[src/sv/ip_prefix_allow_deny_filter_assert.svh]
// assertion macros for the prefix filter
`ifndef IP_PREFIX_ALLOW_DENY_FILTER_ASSERT_SVH
`define IP_PREFIX_ALLOW_DENY_FILTER_ASSERT_SVH

// same-cycle implication, disabled while reset is high
`define IPF_ASSERT_NOW(label, clk, rst, ante, cons) \
   label: assert property (@(posedge clk) disable iff (rst) (ante) |-> (cons)) \
      else $error("prefix filter assertion failed");

// next-cycle implication, disabled while reset is high
`define IPF_ASSERT_NEXT(label, clk, rst, ante, cons) \
   label: assert property (@(posedge clk) disable iff (rst) (ante) |=> (cons)) \
      else $error("prefix filter assertion failed");

`endif

[src/sv/ipf_pkg.sv]
// ----------------------------------------------------------------------------
// ipf_pkg
// shared types and constants of the prefix allow/deny filter
// ----------------------------------------------------------------------------
package ipf_pkg;

   localparam int RULES_PER_LIST = 16;
   localparam int IDX_W = (RULES_PER_LIST > 1) ? $clog2(RULES_PER_LIST) : 1;
   localparam int CNT_W = $clog2(RULES_PER_LIST + 1);

   localparam int REQ_TDATA_W = 136;
   localparam int REQ_TUSER_W = 3;
   localparam int RSP_TDATA_W = 8;

   localparam int FIFO_DEPTH = 2;
   localparam int FIFO_PTR_W = (FIFO_DEPTH > 1) ? $clog2(FIFO_DEPTH) : 1;
   localparam int FIFO_CNT_W = $clog2(FIFO_DEPTH + 1);

   localparam logic [1:0] KIND_CHECK     = 2'd0;
   localparam logic [1:0] KIND_ADD_ALLOW = 2'd1;
   localparam logic [1:0] KIND_ADD_DENY  = 2'd2;

   localparam logic [7:0] V4_PREFIX_MAX = 8'd32;
   localparam logic [7:0] V6_PREFIX_MAX = 8'd128;
   localparam logic [7:0] MAPPED_OFFSET = 8'd96;
   localparam logic [31:0] MAPPED_TAG   = 32'h0000_ffff;

   localparam int RSP_PERMIT_BIT = 0;
   localparam int RSP_STATUS_BIT = 1;

   typedef struct packed {
      logic [1:0]  kind;
      logic [63:0] addr_hi;
      logic [63:0] addr_lo;
      logic        is_v6;
      logic [7:0]  prefix_len;
   } cmd_type;

   typedef struct packed {
      logic [63:0] addr_hi;
      logic [63:0] addr_lo;
      logic        is_v6;
      logic [7:0]  prefix_len;
   } rule_type;

endpackage

[src/sv/ipf_engine.sv]
// ----------------------------------------------------------------------------
// ipf_engine
// rule tables, insert handling and the per-entry scan of both lists
// ----------------------------------------------------------------------------
module ipf_engine (
   input  logic                            clock,
   input  logic                            reset,
   input  logic                            pop_valid,
   output logic                            pop_ready,
   input  ipf_pkg::cmd_type                pop_cmd,
   input  logic                            order_mode,
   output logic                            rsp_tvalid,
   input  logic                            rsp_tready,
   output logic [ipf_pkg::RSP_TDATA_W-1:0] rsp_tdata
);
   import ipf_pkg::*;

   typedef enum logic [1:0] {ST_IDLE, ST_SCAN, ST_DRAIN, ST_RESULT} state_type;

   state_type         state_ff;
   rule_type          allow_tab_ff [RULES_PER_LIST];
   rule_type          deny_tab_ff  [RULES_PER_LIST];
   rule_type          allow_rd_ff, deny_rd_ff;
   rule_type          chk_ff;
   rule_type          new_rule;
   logic [CNT_W-1:0]  allow_cnt_ff, deny_cnt_ff;
   logic [CNT_W-1:0]  idx_ff;
   logic              allow_live_ff, deny_live_ff;
   logic              scan_vld_ff;
   logic              hit_a_ff, hit_d_ff;
   logic              rsp_valid_ff, rsp_permit_ff, rsp_status_ff;
   logic              slot_free, do_pop;
   logic              allow_full, deny_full;
   logic              allow_wr, deny_wr;
   logic              rsp_load;

   function automatic logic rule_hit(rule_type a, rule_type r);
      logic         a_map, r_map;
      logic [7:0]   p;
      logic [5:0]   p4;
      logic [31:0]  m4;
      logic [127:0] m;
      logic [127:0] diff;
      logic         hit;
      a_map = (a.addr_hi == 64'd0) && (a.addr_lo[63:32] == MAPPED_TAG);
      r_map = (r.addr_hi == 64'd0) && (r.addr_lo[63:32] == MAPPED_TAG);
      diff  = {a.addr_hi, a.addr_lo} ^ {r.addr_hi, r.addr_lo};
      p     = r.prefix_len;
      // mapped v6 against v4: prefix counts from bit 96
      if (a.is_v6 != r.is_v6 && p > MAPPED_OFFSET) begin
         p = p - MAPPED_OFFSET;
      end
      p4 = (p > V4_PREFIX_MAX) ? 6'd32 : p[5:0];
      for (int j = 0; j < 32; j++) begin
         m4[j] = 6'(j) >= (6'd32 - p4);
      end
      for (int j = 0; j < 128; j++) begin
         m[j] = 8'(j) >= (V6_PREFIX_MAX - p);
      end
      if (a.is_v6 != r.is_v6) begin
         hit = (a.is_v6 ? a_map : r_map) && ((diff[31:0] & m4) == 32'd0);
      end else if (!a.is_v6) begin
         hit = (diff[31:0] & m4) == 32'd0;
      end else begin
         hit = (diff & m) == 128'd0;
      end
      return hit;
   endfunction

   assign slot_free  = !rsp_valid_ff || rsp_tready;
   assign pop_ready  = (state_ff == ST_IDLE) && slot_free;
   assign do_pop     = pop_valid && pop_ready;
   assign allow_full = allow_cnt_ff == CNT_W'(RULES_PER_LIST);
   assign deny_full  = deny_cnt_ff == CNT_W'(RULES_PER_LIST);
   assign allow_wr   = do_pop && (pop_cmd.kind == KIND_ADD_ALLOW) && !allow_full;
   assign deny_wr    = do_pop && (pop_cmd.kind == KIND_ADD_DENY) && !deny_full;
   // a new result may load in the cycle the old one leaves
   assign rsp_load   = (do_pop && (pop_cmd.kind != KIND_CHECK)) ||
                       ((state_ff == ST_RESULT) && slot_free);

   always_comb begin
      new_rule.addr_hi    = pop_cmd.addr_hi;
      new_rule.addr_lo    = pop_cmd.addr_lo;
      new_rule.is_v6      = pop_cmd.is_v6;
      new_rule.prefix_len = pop_cmd.prefix_len;
   end

   // rule tables with registered read at the scan index
   always_ff @(posedge clock) begin
      if (allow_wr) begin
         allow_tab_ff[allow_cnt_ff[IDX_W-1:0]] <= new_rule;
      end
      if (deny_wr) begin
         deny_tab_ff[deny_cnt_ff[IDX_W-1:0]] <= new_rule;
      end
      allow_rd_ff   <= allow_tab_ff[idx_ff[IDX_W-1:0]];
      deny_rd_ff    <= deny_tab_ff[idx_ff[IDX_W-1:0]];
      allow_live_ff <= idx_ff < allow_cnt_ff;
      deny_live_ff  <= idx_ff < deny_cnt_ff;
   end

   always_ff @(posedge clock) begin
      if (reset) begin
         state_ff     <= ST_IDLE;
         rsp_valid_ff <= 1'b0;
         allow_cnt_ff <= '0;
         deny_cnt_ff  <= '0;
         idx_ff       <= '0;
         scan_vld_ff  <= 1'b0;
         hit_a_ff     <= 1'b0;
         hit_d_ff     <= 1'b0;
      end else begin
         if (rsp_load) begin
            rsp_valid_ff <= 1'b1;
         end else if (rsp_valid_ff && rsp_tready) begin
            rsp_valid_ff <= 1'b0;
         end
         scan_vld_ff <= state_ff == ST_SCAN;
         // compare the entries read in the previous cycle
         if (scan_vld_ff) begin
            hit_a_ff <= hit_a_ff || (allow_live_ff && rule_hit(chk_ff, allow_rd_ff));
            hit_d_ff <= hit_d_ff || (deny_live_ff && rule_hit(chk_ff, deny_rd_ff));
         end
         unique case (state_ff)
            ST_IDLE: begin
               if (do_pop) begin
                  case (pop_cmd.kind)
                     KIND_CHECK: begin
                        chk_ff   <= new_rule;
                        idx_ff   <= '0;
                        hit_a_ff <= 1'b0;
                        hit_d_ff <= 1'b0;
                        state_ff <= ST_SCAN;
                     end
                     KIND_ADD_ALLOW: begin
                        if (!allow_full) begin
                           allow_cnt_ff <= allow_cnt_ff + 1'b1;
                        end
                        rsp_permit_ff <= 1'b0;
                        rsp_status_ff <= allow_full;
                     end
                     KIND_ADD_DENY: begin
                        if (!deny_full) begin
                           deny_cnt_ff <= deny_cnt_ff + 1'b1;
                        end
                        rsp_permit_ff <= 1'b0;
                        rsp_status_ff <= deny_full;
                     end
                     default: begin
                        rsp_permit_ff <= 1'b0;
                        rsp_status_ff <= 1'b0;
                     end
                  endcase
               end
            end
            ST_SCAN: begin
               idx_ff <= idx_ff + 1'b1;
               if (idx_ff == CNT_W'(RULES_PER_LIST - 1)) begin
                  state_ff <= ST_DRAIN;
               end
            end
            ST_DRAIN: begin
               state_ff <= ST_RESULT;
            end
            ST_RESULT: begin
               if (slot_free) begin
                  rsp_permit_ff <= order_mode ? (hit_a_ff && !hit_d_ff)
                                              : (hit_a_ff || !hit_d_ff);
                  rsp_status_ff <= 1'b0;
                  state_ff      <= ST_IDLE;
               end
            end
            default: begin
               state_ff <= ST_IDLE;
            end
         endcase
      end
   end

   assign rsp_tvalid = rsp_valid_ff;

   always_comb begin
      rsp_tdata                 = '0;
      rsp_tdata[RSP_PERMIT_BIT] = rsp_permit_ff;
      rsp_tdata[RSP_STATUS_BIT] = rsp_status_ff;
   end

endmodule

[config.mk]
export PLATFORM = sky130hd
export DESIGN_NAME = ipf_engine
export DESIGN_NICKNAME = d
export VERILOG_FILES = /design/src/sv/ip_prefix_allow_deny_filter_assert.svh /design/src/sv/ipf_pkg.sv /design/src/sv/ipf_engine.sv
export SDC_FILE = /design/constraint.sdc
export NUM_CORES = 2
export LEC_CHECK = 0
export BUFFER_PORTS_ARGS = -buffer_cell sky130_fd_sc_hd__buf_2
export CORE_MARGIN = 4
export CORE_UTILIZATION = 40
export DETAILED_ROUTE_END_ITERATION = 12
export GPL_TIMING_DRIVEN = 0
export PLACE_DENSITY = 0.66
export RECOVER_POWER = 100
export REMOVE_ABC_BUFFERS = 1
export SLEW_MARGIN = 20
export SYNTH_ARGS = -nofsm -noshare
export SYNTH_HDL_FRONTEND = slang
export SYNTH_MEMORY_MAX_BITS = 65536
export SYNTH_SLANG_ARGS = --single-unit
[constraint.sdc]
create_clock -name clock -period 26.6 [get_ports clock]
set_input_delay 5.32 -clock clock [delete_from_list [all_inputs] [get_ports clock]]
set_output_delay 5.32 -clock clock [all_outputs]
set_load 0.005 [all_outputs]
* Word-level counts from Yosys, hierarchy flattened
Memory sizes are Yosys's and may differ from the RTL's. A register that Yosys moved wholly into a read port is not among the register bits.
Index checks and enable logic that the tools add are counted.
** Operators by class
- Order comparisons :: 326
- Reductions and logical operators :: 47
- Multiplexer cells :: 49
- Bitwise operators :: 9
- Add/subtract/negate cells :: 9
- Equality and inequality tests :: 18
** Operators with widths (count)
- $ge 7x8->1 const A :: 128
- $ge 6x8->1 const A :: 64
- $and 128x128->128 :: 2
- $ge 5x8->1 const A :: 32
- $logic_not 128->1 :: 2
- $xor 128x128->128 :: 2
- $ge 5x6->1 const A :: 32
- $logic_not 64->1 :: 3
- $ge 4x8->1 const A :: 16
- $eq 32x16->1 const B :: 3
- $ge 4x6->1 const A :: 16
- $and 32x32->32 :: 2
- $ge 3x8->1 const A :: 8
- $logic_not 32->1 :: 2
- $ge 3x6->1 const A :: 8
- $mux 8 :: 6
- $ge 1x8->1 const A :: 4
- $ge 2x8->1 const A :: 4
- $mux 1 :: 30
- $ge 1x6->1 const A :: 4
- $ge 2x6->1 const A :: 4
- $logic_and 1x1->1 :: 19
- $gt 8x6->1 const B :: 2
- $gt 8x7->1 const B :: 2
- 27 further kinds :: 63
** Storage, ports and cells
- Output and inout bits :: 10
- Memory bits (writable) :: 4384
- Bits of input ports :: 144
- Memories kept :: 2
- Logic and storage cells :: 475
- Bits in registers :: 154
** Memory list
- allow_tab_ff :: depth 16, width 137, read ports 1, clocked after memory_dff 1, wr ports 1, line ipf_engine.sv:21 : rule_type allow_tab_ff [RULES_PER_LIST];
- deny_tab_ff :: depth 16, width 137, read ports 1, clocked after memory_dff 1, wr ports 1, line ipf_engine.sv:22 : rule_type deny_tab_ff [RULES_PER_LIST];

* Longest topological paths before layout
- Depth in word-level cells :: 21
- Mapped depth :: 23
- Depth with buffers taken out :: 19

* Least setup slack after synthesis
OpenSTA, ideal clock, no wires.
- Path type :: in2reg
- Start point :: in rsp_tready
- End point :: mem allow_tab_ff[3][0] (netlist name), enable pin
- Setup time :: 0.801 ns
- Required time :: 25.799 ns
- Stages on the path :: 6
- Path buffers :: 1
- Path slack :: 10.340 ns
- Arrival time :: 15.460 ns
- Cells stage by stage :: nand2b_1 and3_1 and3_1 clkbuf_1 nand2_1 nor3_1
** Between the ends
- Longest elaborated chain between the ends :: 7
** Ends and longest elaborated chain
- from (decl) :: line ipf_engine.sv:13 : input logic rsp_tready,
- $logic_or 1x1->1 :: line ipf_engine.sv:70 : assign slot_free = !rsp_valid_ff || rsp_tready;
- $logic_and 1x1->1 :: line ipf_engine.sv:71 : assign pop_ready = (state_ff == ST_IDLE) && slot_free;
- $logic_and 1x1->1 :: line ipf_engine.sv:72 : assign do_pop = pop_valid && pop_ready;
- $logic_and 1x1->1 (2 in series) :: line ipf_engine.sv:75 : assign allow_wr = do_pop && (pop_cmd.kind == KIND_ADD_ALLOW) && !allow_full;
- $mux 1 :: line ipf_engine.sv:90 : if (allow_wr) begin
- $mux 1 (implied by the code) :: line ipf_engine.sv:91 : allow_tab_ff[allow_cnt_ff[IDX_W-1:0]] <= new_rule;
- to (decl) :: line ipf_engine.sv:21
No other way between the ends.

==> metrics.yaml <==
synth_fa_ha_area_frac: 0.002719
cts_setup_buffers: 0
pwr-share-clk: 0.421
grt_pass1_wl_mm: 737.0
drc: 0
cts.sink_count: 4812
layout-drive-gt1-share: 0.2392
synth-simple-area-share: 0.01587
critPathMaxFanout: 46
syn_inst: 7969
ir_worst_vdd_mv: 0.06830
rsz0062_at_grt: "no"
cts_hold_buf: 0
synth-compound-area-share: 0.01673
vias: 91830
cts_buffers: 461
violations: "capacitance limit, slew limit"
critPathLaunchType: "flip-flop"
tritoncts: "done"
powerDensity_mw_per_mm2: 76.80
fin_ws_ns: 10.56
yosysUniqueCellTypes: 94
endpoint: "allow_rd_ff[2]"
ys_seq_area_frac: 0.7729
p_sw_frac: 0.2164
finalSetupViolCount: 0
wl_mm: 525.7
drt_pass1_iterations: 6
antenna_found_initial: 72
worst_pin_slew_ns: 3.191
gp_congestion: 0.9314
clk_pin_slew_ns: 0.08
drtAntennaViolNets: 0
num_rows: 248
clock_path_buffers: 4
min_period_ns: 16.04
synth_area_sq_mm: 0.1831
crit_top_cell: "clkbuf_1"
p_int_mw: 12.59
final_cell_mix: "4515 x edfxtp_1, 1370 x mux4_2, 798 x clkbuf_1, 468 x clkbuf_16, 291 x dfxtp_1"
synth_edf_count: 4515
rr_startpoint: "idx_ff[1]"
startpoint: "idx_ff[1]"
via_per_inst: 6.026
wl_per_cell_microns: 34.49
timing.rr.end: "allow_rd_ff[2]"
hpwl_mm: 366.3
synth.avg_cell_area_sq_um: 22.98
max_slew_margin: -1.127
drv_cap: 122
synth_xor_area_frac: 0.01354
path_cells: "clkbuf_1 -> clkbuf_1 -> clkbuf_1 -> clkbuf_1 -> clkbuf_1 -> clkbuf_1 -> clkbuf_1 -> mux4_2 -> mux4_2"
fp.dieH_microns: 684.6
clock_latency_ns: 1.03
grt_max_degree: 51
portBuffers: 147
die_w_microns: 684.6
grt_pass1_vias: 90960
critPathKind: "flip-flop to flip-flop"
dieArea_sq_mm: 0.4687
path_buf_inv: 7
synth-seq-cells: 4812
power_leakage_nw: 62.15
critPathRequiredTime_ns: 27.46
track_usage: 0.2213
layout_commonest_cell: "edfxtp_1"
synthArstFlopShare: 0
drtIter0Drc: 13990
synthMuxAreaShare: 0.1689
hold_class: "flip-flop to flip-flop"
p_comb_frac: 0.052
critPathMaxStageDelay_ns: 2.28
area_delta_synth_final_pct: 14.26
critPathTopFamily: "buffers and inverters"
post-place-ws_ns: 15.37
h-tree-depth: 5
r2r_cells: 9
synth_top_family_by_area: "multiplexers"
status: "complete, but fails checks"
cp.depth: 9
hold_viol: 0
pwr-share-seq: 0.528
grt-ovfl-total: 0
end_kind: "flip-flop"
start_util: 0.4015
skew_ns: 0.07717
yosysWarnings: 0
cts_resized: 0
coreArea_sq_mm: 0.4561
slowest_stage: "clkbuf_1"
drv_slew: 2512
switchingPower_mw: 3.478
synth_flop_cell: "edfxtp_1"
max_freq_mhz: 62.33
fin_tns_setup_ns: 0
arrival_ns: 16.90
ioPinCount: 154
root_buffer: "clkbuf_16"
fin_nets: 8984
reg2reg_slack_ns: 10.56
fin_crit_sh: 0.6032
-- registers in the layout, summed over array words and instances (netlist names) --
register and cells:
allow_rd_ff 137, rsp_tvalid 1, idx_ff 5, scan_vld_ff 1, rsp_permit_ff 1, allow_tab_ff 2192, deny_rd_ff 137, hit_d_ff 1
rsp_status_ff 1, deny_live_ff 1, hit_a_ff 1, deny_cnt_ff 5, deny_tab_ff 2192, state_ff 2, chk_ff 129, allow_cnt_ff 5
allow_live_ff 1
-- worst min-delay path, cell delays in order, from the launching register on --
cell and delay [ns]:
dfxtp_1 0.32, nand2_1 0.06, o211ai_1 0.08
-- per-stage QoR --
stage	instance area, sq um	hold slack [ns]	power [mW]	cells	utilization
after floorplan	181600	0.4558	9.506	7587	-
after CTS	216500	0.5012	16.17	15210	0.4747
final	209200	0.5031	16.07	15240	0.4587
after global placement	189900	0.4792	10.12	13730	0.4162
after detailed placement	200700	0.4910	9.475	14340	0.4401
after global routing	209200	0.5055	16.55	15220	0.4586
-- how the worst min path moves through the flow --
stage                      startpoint           to  slack (ns)  depth (start not counted)
final                        hit_d_ff     hit_d_ff        0.50                          2
after global placement       hit_d_ff     hit_d_ff        0.48                          2
after CTS                 state_ff[0]  state_ff[0]        0.50                          2
after floorplan              hit_d_ff     hit_d_ff        0.46                          2
after global routing         hit_d_ff     hit_d_ff        0.51                          2
after detailed placement     hit_d_ff     hit_d_ff        0.49                          2
-- cell type report --
| cell class | instances | area [sq um] |
|---|---|---|
| Fill cell | 37100 | 246900 |
| Sequential cell | 4812 | 141500 |
| Multi-Input combinational cell | 2724 | 40080 |
| Clock buffer | 634 | 12870 |
| Tap cell | 6000 | 7507 |
| Timing Repair Buffer | 751 | 4051 |
| Clock inverter | 236 | 2913 |
| Inverter | 51 | 191.4 |
| Antenna cell | 31 | 77.57 |
-- synth_stat cells (13+ instances only) --
cell      count  area (sq um)
nor2b_1      13         81.33
nand2b_1     15         93.84
ha_1         39         488.0
a21oi_1     103         515.5
mux4_2     1370         30850
edfxtp_1   4515        135600
nor3_1       48         240.2
xor2_1      129          1130
a31oi_1      26         162.7
o31ai_1      13         97.59
inv_1        50         187.7
and3_1       16         100.1
nor2_1      141         529.3
buf_1        99         371.6
nand2_1     116         435.4
nor4_1       78         488.0
a211oi_1     22         165.2
xnor2_1     154          1349
o22ai_1      28         175.2
dfxtp_1     297          5946
o21ai_0      87         435.4
nand3_1      37         185.2
nand4_1      40         250.2
clkbuf_1    268          1006
-- power groups by stage --
stage                     Combinational (mW)  Sequential, mW  Clock, mW
final                                  0.836            8.48       6.76
after global routing                   0.882            8.48       7.19
after CTS                              0.853            8.47       6.85
after detailed placement               0.847            8.63          0
after global placement                  1.37            8.74          0
after floorplan                        0.878            8.63          0
-- layer usage --
layer  vias to the layer above  GRT usage  wire length, microns
li1                      35670          -                     -
met1                     49340     0.3182                204800
met2                      5641     0.3380                242400
met3                      1135    0.04773                 56830
met4                        38    0.07333                 21320
met5                         -          0                   228
-- cell families after synthesis --
kind of cell    count (synthesis)
compound gates                453
flops                        4812
buf+inv                       438
xor+xnor                      283
simple gates                  564
other cells                     1
mux                          1378
fa+ha+maj                      40
Power figures use the tool's default switching activity.
