[config.mk]
export PLATFORM = sky130hd
export DESIGN_NAME = ipf_fifo
export DESIGN_NICKNAME = d
export VERILOG_FILES = /design/src/sv/ip_prefix_allow_deny_filter_assert.svh /design/src/sv/ipf_pkg.sv /design/src/sv/ipf_fifo.sv
export SDC_FILE = /design/constraint.sdc
export NUM_CORES = 1
export LEC_CHECK = 0
export BUFFER_PORTS_ARGS = -buffer_cell sky130_fd_sc_hd__buf_2
export CELL_PAD_IN_SITES_DETAIL_PLACEMENT = 0
export CELL_PAD_IN_SITES_GLOBAL_PLACEMENT = 1
export CORE_UTILIZATION = 44
export CTS_CLUSTER_SIZE = 16
export DETAILED_ROUTE_END_ITERATION = 10
export PLACE_DENSITY = 0.83
export SYNTH_ARGS = -nofsm -noshare
export SYNTH_HDL_FRONTEND = slang
export SYNTH_SLANG_ARGS = --single-unit
[constraint.sdc]
create_clock -name clock -period 6.25 [get_ports clock]
set_clock_uncertainty 0.15 [all_clocks]
set_input_delay 1.25 -clock clock [delete_from_list [all_inputs] [get_ports clock]]
set_output_delay 1.25 -clock clock [all_outputs]
set_load 0.02 [all_outputs]
[src/sv/ip_prefix_allow_deny_filter_assert.svh]
// assertion macros for the prefix filter
`ifndef IP_PREFIX_ALLOW_DENY_FILTER_ASSERT_SVH
`define IP_PREFIX_ALLOW_DENY_FILTER_ASSERT_SVH

// same-cycle implication, disabled while reset is high
`define IPF_ASSERT_NOW(label, clk, rst, ante, cons) \
   label: assert property (@(posedge clk) disable iff (rst) (ante) |-> (cons)) \
      else $error("prefix filter assertion failed");

// next-cycle implication, disabled while reset is high
`define IPF_ASSERT_NEXT(label, clk, rst, ante, cons) \
   label: assert property (@(posedge clk) disable iff (rst) (ante) |=> (cons)) \
      else $error("prefix filter assertion failed");

`endif

[src/sv/ipf_pkg.sv]
// ----------------------------------------------------------------------------
// ipf_pkg
// shared types and constants of the prefix allow/deny filter
// ----------------------------------------------------------------------------
package ipf_pkg;

   localparam int RULES_PER_LIST = 16;
   localparam int IDX_W = (RULES_PER_LIST > 1) ? $clog2(RULES_PER_LIST) : 1;
   localparam int CNT_W = $clog2(RULES_PER_LIST + 1);

   localparam int REQ_TDATA_W = 136;
   localparam int REQ_TUSER_W = 3;
   localparam int RSP_TDATA_W = 8;

   localparam int FIFO_DEPTH = 2;
   localparam int FIFO_PTR_W = (FIFO_DEPTH > 1) ? $clog2(FIFO_DEPTH) : 1;
   localparam int FIFO_CNT_W = $clog2(FIFO_DEPTH + 1);

   localparam logic [1:0] KIND_CHECK     = 2'd0;
   localparam logic [1:0] KIND_ADD_ALLOW = 2'd1;
   localparam logic [1:0] KIND_ADD_DENY  = 2'd2;

   localparam logic [7:0] V4_PREFIX_MAX = 8'd32;
   localparam logic [7:0] V6_PREFIX_MAX = 8'd128;
   localparam logic [7:0] MAPPED_OFFSET = 8'd96;
   localparam logic [31:0] MAPPED_TAG   = 32'h0000_ffff;

   localparam int RSP_PERMIT_BIT = 0;
   localparam int RSP_STATUS_BIT = 1;

   typedef struct packed {
      logic [1:0]  kind;
      logic [63:0] addr_hi;
      logic [63:0] addr_lo;
      logic        is_v6;
      logic [7:0]  prefix_len;
   } cmd_type;

   typedef struct packed {
      logic [63:0] addr_hi;
      logic [63:0] addr_lo;
      logic        is_v6;
      logic [7:0]  prefix_len;
   } rule_type;

endpackage

[src/sv/ipf_fifo.sv]
// ----------------------------------------------------------------------------
// ipf_fifo
// short command queue between the front and the match engine
// ----------------------------------------------------------------------------
module ipf_fifo (
   input  logic             clock,
   input  logic             reset,
   input  logic             push_valid,
   output logic             push_ready,
   input  ipf_pkg::cmd_type push_cmd,
   output logic             pop_valid,
   input  logic             pop_ready,
   output ipf_pkg::cmd_type pop_cmd
);
   import ipf_pkg::*;

   cmd_type                 mem_ff [FIFO_DEPTH];
   logic [FIFO_PTR_W-1:0]   wr_ptr_ff, rd_ptr_ff;
   logic [FIFO_CNT_W-1:0]   count_ff;
   logic                    do_push, do_pop;

   assign push_ready = count_ff != FIFO_CNT_W'(FIFO_DEPTH);
   assign pop_valid  = count_ff != '0;
   assign pop_cmd    = mem_ff[rd_ptr_ff];
   assign do_push    = push_valid && push_ready;
   assign do_pop     = pop_valid && pop_ready;

   always_ff @(posedge clock) begin
      if (reset) begin
         wr_ptr_ff <= '0;
         rd_ptr_ff <= '0;
         count_ff  <= '0;
      end else begin
         if (do_push) begin
            wr_ptr_ff <= (wr_ptr_ff == FIFO_PTR_W'(FIFO_DEPTH - 1)) ? '0 : wr_ptr_ff + 1'b1;
         end
         if (do_pop) begin
            rd_ptr_ff <= (rd_ptr_ff == FIFO_PTR_W'(FIFO_DEPTH - 1)) ? '0 : rd_ptr_ff + 1'b1;
         end
         if (do_push && !do_pop) begin
            count_ff <= count_ff + 1'b1;
         end else if (do_pop && !do_push) begin
            count_ff <= count_ff - 1'b1;
         end
      end
      if (do_push) begin
         mem_ff[wr_ptr_ff] <= push_cmd;
      end
   end

endmodule

# After elaboration in Yosys (flattened, before gate mapping)
# Memory sizes are Yosys's and may differ from the RTL's. A register that Yosys moved wholly into a read port is not among the register bits.
# Cells that the tools add are included.
# Widths: inputs -> output; s select.
[word_totals] reg_bits=4 mem_bits_rw=278 in_bits=143 elab_cells=25 mem_count=1
[mem_list] memory="mem_ff" words=2 width=139 read_ports=1 rd_clocked_by_memory_dff=1 wr=1 line_no="ipf_fifo.sv:17" text="cmd_type mem_ff [FIFO_DEPTH];"
[classes] add_sub_neg=4 n_eq_ne=1 mux=8 reduce_logical=8
[ops] operator="$mux 1" n=6
[ops] operator="$logic_and 1x1->1" n=4
[ops] operator="$mux 2" n=2
[ops] operator="$reduce_bool 2->1" n=2
[ops] operator="$add 1x1->1 const B" n=2
[ops] operator="$add 2x1->2 const B" n=1
[ops] operator="$logic_not 1->1" n=2
[ops] operator="$ne 2x2->1 const B" n=1
[ops] operator="$sub 2x1->2 const B" n=1

# Logic depth before layout (Yosys ltp)
# Gate-level depths: netlist (run 1).
[logic_depth] ltp_word=6 mapped_depth=6 mapped_depth_nobuf=6

# Worst setup path before layout (run 1)
# Ideal clock, no wire load.
[synth_timing] kind="input-to-reg" startpoint="in push_valid" endpoint="mem mem_ff[1][0] in the netlist's numbering, enable pin" setup_time_ps=516 t_arrival_ps=4495 t_required_ps=5584 slack_ps=1089 path_stages=1 path_buffers=0 cell_sequence="and3_1"
[synth_between] elab_chain_len=3
[synth_lines] item="start: declaration" line_no="ipf_fifo.sv:8" text="input logic push_valid,"
[synth_lines] item="$logic_and 1x1->1" line_no="ipf_fifo.sv:25" text="assign do_push = push_valid && push_ready;"
[synth_lines] item="$mux 1" line_no="ipf_fifo.sv:46" text="if (do_push) begin"
[synth_lines] item="$mux 1 (not written as such)" line_no="ipf_fifo.sv:47" text="mem_ff[wr_ptr_ff] <= push_cmd;"
[synth_lines] item="end: declaration" line_no="ipf_fifo.sv:17"
# Every way passes these cells.

==> metrics.md, run 1 <==
| Metric | Value |
|---|---|
| Post-CTS Resized | `0` |
| Die Span X | `155 µm` |
| Layout cell share with drive strength beyond 1 | `0.601` |
| Ant. Diodes | `0` |
| Routed wire length | `18800 µm` |
| First-pass iteration count of the detailed router | `4` |
| Commonest cells post-synth | `278 x edfxtp_1, 139 x mux2_2, 11 x buf_6, 5 x dfxtp_1` |
| Worst-Skew Late Latency | `0.52 ns` |
| Wirelength per Cell | `17.3 µm` |
| Flops & latches, synth | `283` |
| Synth unique cells | `19` |
| Num CTS Buffers | `28` |
| Setup-failing EPs final | `0` |
| Syn Nets | `600` |
| I/O Buffers | `283` |
| Top cells by area, synth | `edfxtp_1 81%, mux2_2 15%, buf_6 1.2%` |
| Cells after Synth | `456` |
| Crit start category | `register` |
| Fraction of registers with async set/reset | `0` |
| Core Rows | `55` |
| Initial cell density of the core | `0.452` |
| Vias in the first global route | `5561` |
| Status | `complete, no violations` |
| Top-area cell type share of the netlist area | `0.812` |
| Post-CTS setup buffer count | `0` |
| Full die area | `24000 µm²` |
| Final min period | `3.88 ns` |
| Slew Limit Fails | `0` |
| Data required, critical path | `4.85 ns` |
| HPWL after DPL | `12300 µm` |
| Syn. warnings | `0` |
| Power per Cell Area | `425 nW/µm²` |
| Most common cell in the netlist | `edfxtp_1` |
| Pleak | `0.00478 µW` |
| Initial antenna violation count | `1` |
| Die Height | `155 µm` |
| DRC viols | `0` |
| Worst-Margin Slew | `1.00 ns` |
| Area grow syn2layout | `25.7%` |
| Largest net degree at the start of global routing | `107` |
| Core area | `22800 µm²` |
| Max IR drop VDD | `0.411 mV` |
| Max Cap Viol | `0` |
| RSZ-0062 raised after global routing | `no` |
| I/O Pins | `284` |
| Final hold slack | `0.362 ns` |
| Crit. End Element | `output pin` |
| Routed via count | `5180` |
| Fin Setup TNS | `0 ns` |
| Main synth FF type | `edfxtp_1` |
| Period utilization | `0.620` |
| H-tree level count | `1` |
| CTS clk-pin slew, worst paths | `0.06 ns` |
| Via density | `4.75` |
| GRT Overall Usage | `0.152` |
| CTS sink cnt | `283` |
| Avg Inst Size Synth | `22.6 µm²` |
| Number of synthesized flops with an enable pin | `278` |
| Register area share after synthesis | `0.821` |
| Critical Path Fanout Max | `79` |
| Nets@finish | `901` |
| Gp weighted congestion | `0.742` |
| DRT antenna net count | `0` |
| Final hold violations | `0` |
| Worst Path Arrival | `2.48 ns` |
| Mapped cell area | `10300 µm²` |
| Crit path kind | `register to output pin` |
| CTS tree | `done` |
| Hold crit path type | `register to register` |
| Slew HR | `0.333` |
| Global-route wire length before repair | `28600 µm` |
| Max Buffers Root-to-Sink | `3` |
| Hold buffers post-CTS | `0` |
| Gr ovfl total | `0` |
| Area leader, netlist | `edfxtp_1` |
| DR iter-0 viols | `190` |
| Layout fillers | `1738` |
| Fmax | `258 MHz` |
| Root Driver | `clkbuf_16` |
==> registers in the layout (all words and copies together) (netlist names), named ones only <==
register / flops
wr_ptr_ff: 1
rd_ptr_ff: 1
count_ff: 2
mem_ff: 278
==> critical path, cell delays in order, from the launching register on <==
cell	delay (ns)
dfxtp_4	0.86
buf_12	0.43
mux2_2	0.41
buf_2	0.16
==> path summary, 6_finish.rpt <==
check / endpoint / cells past startpoint / slack (ns) / from
worst max-delay path: pop_cmd[89] / 3 / 2.37 / register
worst max register to register: mem_ff[0][35] / 4 / 3.57 / count_ff[0]
worst min register to register: register / 2 / 0.36 / rd_ptr_ff
worst min-delay path: register / 2 / 0.36 / rd_ptr_ff
==> layout by cell type, fill, tap and decap left out, drive strengths merged <==
master / instances
nand3b: 1
xor2: 3
ha: 1
clkinvlp: 2
bufinv: 4
inv: 1
edfxtp: 278
clkinv: 11
or3: 1
nand2b: 1
nor2: 3
mux2: 139
dfxtp: 5
clkbuf: 33
a21oi: 2
or2: 1
and2: 1
buf: 286
and3: 1
o21ai: 2
a21bo: 1
==> kinds of logic after synthesis <==
logic type      Yosys count  share of synthesized area
simple gates              9                    0.00487
buf+inv                  16                     0.0148
compound gates            5                    0.00292
xor+xnor                  3                    0.00256
mux                     139                      0.152
fa+ha+maj                 1                    0.00122
flops                   283                      0.821
==> per-stage QoR <==
| step | std cells | setup slack, ns | util | cell area, µm² | power (µW) |
|---|---|---|---|---|---|
| final | 1090 | 2.37 | 0.567 | 12900 | 5490 |
| after detailed placement | 1040 | 2.82 | 0.527 | 12000 | 3890 |
| after global routing | 1090 | 2.25 | 0.567 | 12900 | 5720 |
| after floorplan | 456 | 1.09 | - | 10300 | 3500 |
| after global placement | 1040 | 2.92 | 0.527 | 12000 | 3860 |
| after CTS | 1090 | 2.32 | 0.567 | 12900 | 5560 |
==> power by group <==
part / leakage [µW] / switching [µW] / internal [µW]
combinational: 0.00170 / 811 / 548
clock: 0.000441 / 653 / 1000
sequential: 0.00264 / 105 / 2370
total: 0.00478 / 1570 / 3930
==> layer usage <==
metal,wire (µm),vias to the layer above,share of wire,global-route usage
met2,9360,193,0.50,0.267
met5,13,-,0.00069,0
li1,-,2419,-,-
met4,497,2,0.026,0.0471
met3,1560,38,0.083,0.0493
met1,7400,2528,0.39,0.176
==> area by class of cell <==
| type | count | area, µm² | area share |
|---|---|---|---|
| sequential | 283 | 8450 | 0.654 |
| clock buffer | 33 | 741 | 0.0573 |
| clock inverter | 17 | 179 | 0.0138 |
| tap | 313 | 392 | 0.0303 |
| inverter | 1 | 8.76 | 0.000678 |
| timing repair buffer | 286 | 1460 | 0.113 |
| multi-input combinational | 157 | 1690 | 0.131 |
No activity file was read; power rests on OpenSTA's default activity.
==> run 2: changes to the inputs <==
--- a/config.mk
+++ b/config.mk
@@ -5,6 +5,7 @@
 export SDC_FILE = /design/constraint.sdc
 export NUM_CORES = 1
 export LEC_CHECK = 0
+export ABC_AREA = 1
 export BUFFER_PORTS_ARGS = -buffer_cell sky130_fd_sc_hd__buf_2
 export CELL_PAD_IN_SITES_DETAIL_PLACEMENT = 0
 export CELL_PAD_IN_SITES_GLOBAL_PLACEMENT = 1
==> constraint.sdc (replaced) <==
create_clock -name clock -period 3.9 [get_ports clock]
set_clock_uncertainty 0.15 [all_clocks]
set_input_delay 0.78 -clock clock [delete_from_list [all_inputs] [get_ports clock]]
set_output_delay 0.78 -clock clock [all_outputs]
set_load 0.02 [all_outputs]
==> metrics.md, run 2 <==
| Metric | Value |
|---|---|
| RSZ-0062 raised after global routing | `no` |
| Die Height | `155 µm` |
| I/O Buffers | `283` |
| Syn Nets | `613` |
| Vias in the first global route | `5402` |
| DR iter-0 viols | `254` |
| Num CTS Buffers | `29` |
| Synth unique cells | `14` |
| I/O Pins | `284` |
| Crit. End Element | `output pin` |
| Hold buffers post-CTS | `0` |
| Cells after Synth | `469` |
| Setup-failing EPs final | `0` |
| Flops & latches, synth | `283` |
| Register share of total power | `0.457` |
| CTS clk-pin slew, worst paths | `0.06 ns` |
| Comb pwr share | `0.240` |
| Fraction of the mapped netlist area in simple logic gates | `0.00741` |
| Fin util | `0.571` |
| Status | `complete, no violations` |
| Largest regs | `mem_ff x278, count_ff x2` |
| Layout fillers | `1754` |
| Crit path cell chain | `buf_4, mux2_2, buf_2` |
| Slew HR | `0.555` |
| Initial cell density of the core | `0.452` |
| Avg Inst Size Synth | `22.0 µm²` |
| First-pass iteration count of the detailed router | `4` |
| H-tree level count | `1` |
| Max Cap Viol | `0` |
| Core Rows | `55` |
| Fin Setup TNS | `0 ns` |
| Pleak | `0.00483 µW` |
| Clock Power Share | `0.303` |
| Fraction of registers with async set/reset | `0` |
| Final hold violations | `0` |
| Area grow syn2layout | `26.2%` |
| Switch share | `0.285` |
| Data required, critical path | `2.97 ns` |
| Number of synthesized flops with an enable pin | `278` |
| Max IR drop VDD | `0.440 mV` |
| Gr ovfl total | `0` |
| Biggest register | `mem_ff` |
| HPWL after DPL | `12500 µm` |
| Compound-Gate Fraction of Synth Area | `0.00194` |
| Crit start category | `register` |
| DRT antenna net count | `0` |
| Finished Layout Cells | `1110` |
| Period utilization | `0.808` |
| Final hold slack | `0.271 ns` |
| Net Sw Power | `2470 µW` |
| Max reg flops | `278` |
| Most common cell in the netlist | `edfxtp_1` |
| Inst Count DP | `1058` |
| Global-route wire length before repair | `28600 µm` |
| Register area | `8450 µm²` |
| Full die area | `24000 µm²` |
| Crit path kind | `register to output pin` |
| Fmax | `317 MHz` |
| Max incr delay on CP | `0.66 ns` |
| Top-area cell type share of the netlist area | `0.810` |
| Area leader, netlist | `edfxtp_1` |
| Top cells by area, synth | `edfxtp_1 81%, mux2_2 15%, buf_6 1.2%` |
| Power per Cell Area | `668 nW/µm²` |
| Initial antenna violation count | `0` |
| Commonest non-fill, non-tap cell in the layout | `buf_2` |
| Main combinational cell family by area after synthesis | `multiplexers` |
| Via density | `4.72` |
| Final min period | `3.15 ns` |
| Adder-cell share of the synthesized area | `0.00121` |
| CTS tree | `done` |
| Core area | `22800 µm²` |
| Most frequent cells in the layout | `283 x buf_2, 278 x edfxtp_1, 139 x mux2_2` |
| Routed via count | `5240` |
| Nets@finish | `920` |
| Multi-input gate area | `1690 µm²` |
| Commonest cells post-synth | `278 x edfxtp_1, 139 x mux2_2, 11 x buf_6, 9 x nand2_1, 8 x inv_1` |
| Max Buffers Root-to-Sink | `3` |
| Die Span X | `155 µm` |
| Slowest CP cell | `dfxtp_4` |
| Gp weighted congestion | `0.723` |
| Hold crit path type | `primary input to register` |
| Post-CTS setup buffer count | `0` |
| Root Driver | `clkbuf_16` |
| Wirelength per Cell | `17.1 µm` |
| Mapped cell area | `10300 µm²` |
| Worst-Skew Late Latency | `0.54 ns` |
| Routed wire length | `19000 µm` |
| Design Power | `8690 µW` |
| Post-synthesis mux area share | `0.152` |
| CTS sink cnt | `283` |
| Critical Path Fanout Max | `35` |
| Post-CTS Resized | `0` |
| Worst-Margin Slew | `0.667 ns` |
| GRT Overall Usage | `0.154` |
| Largest net degree at the start of global routing | `75` |
| Worst Path Arrival | `2.22 ns` |
| Main synth FF type | `edfxtp_1` |
| Synth Area in XOR/XNOR | `0` |
| Slew Limit Fails | `0` |
| Layout cell share with drive strength beyond 1 | `0.592` |
| DRC viols | `0` |
| Pint | `6210 µW` |
| Register area share after synthesis | `0.820` |
| Syn. warnings | `0` |
-- run 2: worst max-delay path, delay by kind of cell (launching register included) --
family | cells | cell delay, ns
buf+inv | 2 | 0.58
flops | 1 | 0.66
mux | 1 | 0.41
-- run 2: cell families after synthesis --
logic type	Yosys count
AND/OR/NAND/NOR	19
flip-flops	283
AO/OA/AOI/OAI	4
buffers and inverters	23
multiplexers	139
adder cells (fa/ha/maj)	1
-- run 2: power groups by stage --
stage | clock network (µW) | logic (µW) | registers (µW)
2_1_floorplan | 0 | 1490 | 4020
3_3_place_gp | 0 | 2100 | 4020
3_5_place_dp | 0 | 2100 | 4040
4_1_cts | 2700 | 2110 | 3980
5_1_grt | 2810 | 2230 | 4010
6_report | 2630 | 2090 | 3970
-- run 2: through the flow --
stage / area, µm² / setup slack, ns
floorplan: 10300 / -1.21
global placement: 12100 / 1.30
detailed placement: 12100 / 1.30
CTS: 13000 / 0.719
global route: 13000 / 0.632
finish: 13000 / 0.748
-- run 2: worst paths after layout --
kind | cells past startpoint | startpoint | slack, ns | endpoint
worst max register to register | 5 | count_ff[0] | 1.93 | mem_ff[0][9]
worst min register to register | 2 | rd_ptr_ff | 0.35 | rd_ptr_ff
worst min-delay path | 1 | push_cmd[49] | 0.27 | mem_ff[0][49]
worst max-delay path | 3 | register | 0.75 | pop_cmd[89]
-- run 2: metal layers --
metal,routed length [µm],part of all wire,vias to the layer above,track usage
met3,1620,0.085,32,0.0538
met2,9680,0.51,182,0.273
met4,481,0.025,0,0.0462
li1,-,-,2466,-
met1,7220,0.38,2560,0.176
met5,0,0,-,0
-- run 2: cell type report --
cell class                      count  share of cell area
Tap cell                          313              0.0301
Timing Repair Buffer              291               0.117
Multi-Input combinational cell    163               0.130
Antenna cell                        1            0.000192
Inverter                            8             0.00231
Clock inverter                     15              0.0121
Sequential cell                   283               0.650
Clock buffer                       36              0.0578
==> run 3: changes to the inputs <==
--- a/config.mk
+++ b/config.mk
@@ -5,14 +5,14 @@
 export SDC_FILE = /design/constraint.sdc
 export NUM_CORES = 1
 export LEC_CHECK = 0
-export ABC_AREA = 1
+export ABC_AREA = 0
 export BUFFER_PORTS_ARGS = -buffer_cell sky130_fd_sc_hd__buf_2
 export CELL_PAD_IN_SITES_DETAIL_PLACEMENT = 0
 export CELL_PAD_IN_SITES_GLOBAL_PLACEMENT = 1
-export CORE_UTILIZATION = 44
+export CORE_UTILIZATION = 40
 export CTS_CLUSTER_SIZE = 16
 export DETAILED_ROUTE_END_ITERATION = 10
-export PLACE_DENSITY = 0.83
+export PLACE_DENSITY = 0.8
 export SYNTH_ARGS = -nofsm -noshare
 export SYNTH_HDL_FRONTEND = slang
 export SYNTH_SLANG_ARGS = --single-unit
==> constraint.sdc (replaced) <==
create_clock -name clock -period 2.8 [get_ports clock]
set_clock_uncertainty 0.15 [all_clocks]
set_input_delay 0.56 -clock clock [delete_from_list [all_inputs] [get_ports clock]]
set_output_delay 0.56 -clock clock [all_outputs]
set_load 0.02 [all_outputs]
==> metrics.md, run 3 (synthesized netlist as in run 1, its figures left out) <==
| Metric | Value |
|---|---|
| GRT Overall Usage | `0.145` |
| Slew Limit Fails | `0` |
| Gr ovfl total | `0` |
| Crit path kind | `register to output pin` |
| Crit. End Element | `output pin` |
| Biggest register | `mem_ff` |
| Max reg flops | `278` |
| Final min period | `2.63 ns` |
| Worst-Margin Slew | `0.462 ns` |
| Wire length on met2 | `9930 µm` |
| DRT met1 WL | `7450 µm` |
| Critical Path Fanout Max | `79` |
| Area grow syn2layout | `26.4%` |
| Final worst slack | `0.173 ns` |
| Power per Cell Area | `939 nW/µm²` |
| Initial cell density of the core | `0.408` |
| RSZ-0062 raised after global routing | `no` |
| Buf/Inv on CP | `2` |
| Gp weighted congestion | `0.743` |
| Core area | `25200 µm²` |
| Commonest non-fill, non-tap cell in the layout | `buf_2` |
| Crit path cell chain | `buf_12, mux2_2, buf_2` |
| HPWL after DPL | `12800 µm` |
| Root Driver | `clkbuf_16` |
| CTS tree | `done` |
| Worst Path Arrival | `1.92 ns` |
| Max Buffers Root-to-Sink | `3` |
| Pleak | `0.00481 µW` |
| Top Family by Delay on Critical Path | `buffers and inverters` |
| Slew HR | `0.692` |
| Die Span X | `162 µm` |
| Finished Layout Cells | `1114` |
| CTS clk-pin slew, worst paths | `0.06 ns` |
| Max layer used | `met5` |
| Largest regs | `mem_ff x278, count_ff x2` |
| Inst Count DP | `1061` |
| CTS sink cnt | `283` |
| Post-CTS Resized | `0` |
| Slowest CP cell | `mux2_2` |
| Max incr delay on CP | `0.42 ns` |
| DR iter-0 viols | `241` |
| Hold buffers post-CTS | `0` |
| Max Cap Viol | `0` |
| Layout cell share with drive strength beyond 1 | `0.611` |
| Nets@finish | `906` |
| Pre-CTS setup slack | `0.742 ns` |
| Routed wire length | `19500 µm` |
| DRC viols | `0` |
| Full die area | `26400 µm²` |
| Status | `complete, no violations` |
| Num CTS Buffers | `29` |
| Largest net degree at the start of global routing | `80` |
| Worst-Skew Late Latency | `0.54 ns` |
| I/O Pins | `284` |
| H-tree level count | `1` |
| Setup-failing EPs final | `0` |
| Reg2Reg Setup Slack | `0.88 ns` |
| Fin area | `13000 µm²` |
| Vias in the first global route | `5496` |
| Period utilization | `0.938` |
| Global-route wire length before repair | `29400 µm` |
| Crit start category | `register` |
| Hold Crit Start | `push_cmd[136]` |
| Data required, critical path | `2.09 ns` |
| DRT antenna net count | `0` |
| Placed cell area | `12100 µm²` |
| Most frequent cells in the layout | `283 x buf_2, 278 x edfxtp_1, 139 x mux2_2` |
| First-pass iteration count of the detailed router | `4` |
| Via density | `4.71` |
| Wirelength per Cell | `17.5 µm` |
| Routed via count | `5245` |
| Fmax | `381 MHz` |
| Hold crit path type | `primary input to register` |
| Fin Setup TNS | `0 ns` |
| Initial antenna violation count | `4` |
| Core Rows | `58` |
| Met3 wire length | `1680 µm` |
| Reg2reg start | `count_ff[0]` |
| Post-CTS setup buffer count | `0` |
| Final hold violations | `0` |
| Max IR drop VDD | `0.510 mV` |
| Die Height | `162 µm` |
| I/O Buffers | `283` |
-- run 3: changes by cell type in the layout (fill, tap and decap cells not counted), sizes merged, moves of 2 or more --
| cell | previous run | this run |
|---|---|---|
| inv | 10 | 0 |
| nand2 | 9 | 0 |
| clkinv | 7 | 12 |
| nor2 | 7 | 3 |
| xor2 | 0 | 3 |
| nand3 | 2 | 0 |
-- run 3: power breakdown --
part,switching [µW],total (µW),internal (µW)
Clock,1480,3580,2100
Combinational,1930,3210,1280
Sequential,128,5420,5290
Total,3540,12200,8670
-- run 3: cell type report --
type / count / area, µm²
diodes: 2 / 5.00
clock buffers: 36 / 762
clock inverters: 15 / 125
fillers: 2061 / 12200
inverters: 1 / 7.51
multi-input cells: 157 / 1700
flip-flops and latches: 283 / 8450
well taps: 330 / 413
repair buffers: 290 / 1540
-- run 3: path summary, 6_finish.rpt --
path	to	cells after the start
max	pop_cmd[20]	3
min	mem_ff[0][136]	1
max reg2reg	mem_ff[1][92]	3
min reg2reg	rd_ptr_ff	2
-- run 3: stage by stage --
| stage | hold slack [ns] | total power [µW] | utilization |
|---|---|---|---|
| 5_1_grt | 0.0315 | 12700 | 0.516 |
| 6_report | 0.0625 | 12200 | 0.516 |
| 2_1_floorplan | 0.322 | 7790 | - |
| 4_1_cts | 0.0299 | 12400 | 0.516 |
| 3_3_place_gp | 0.336 | 8730 | 0.481 |
| 3_5_place_dp | 0.343 | 8770 | 0.481 |
-- run 3: routing by layer --
metal	global-route usage	vias to the layer above
li1	-	2436
met1	0.168	2575
met2	0.251	192
met3	0.0476	38
met4	0.0463	4
met5	0	-
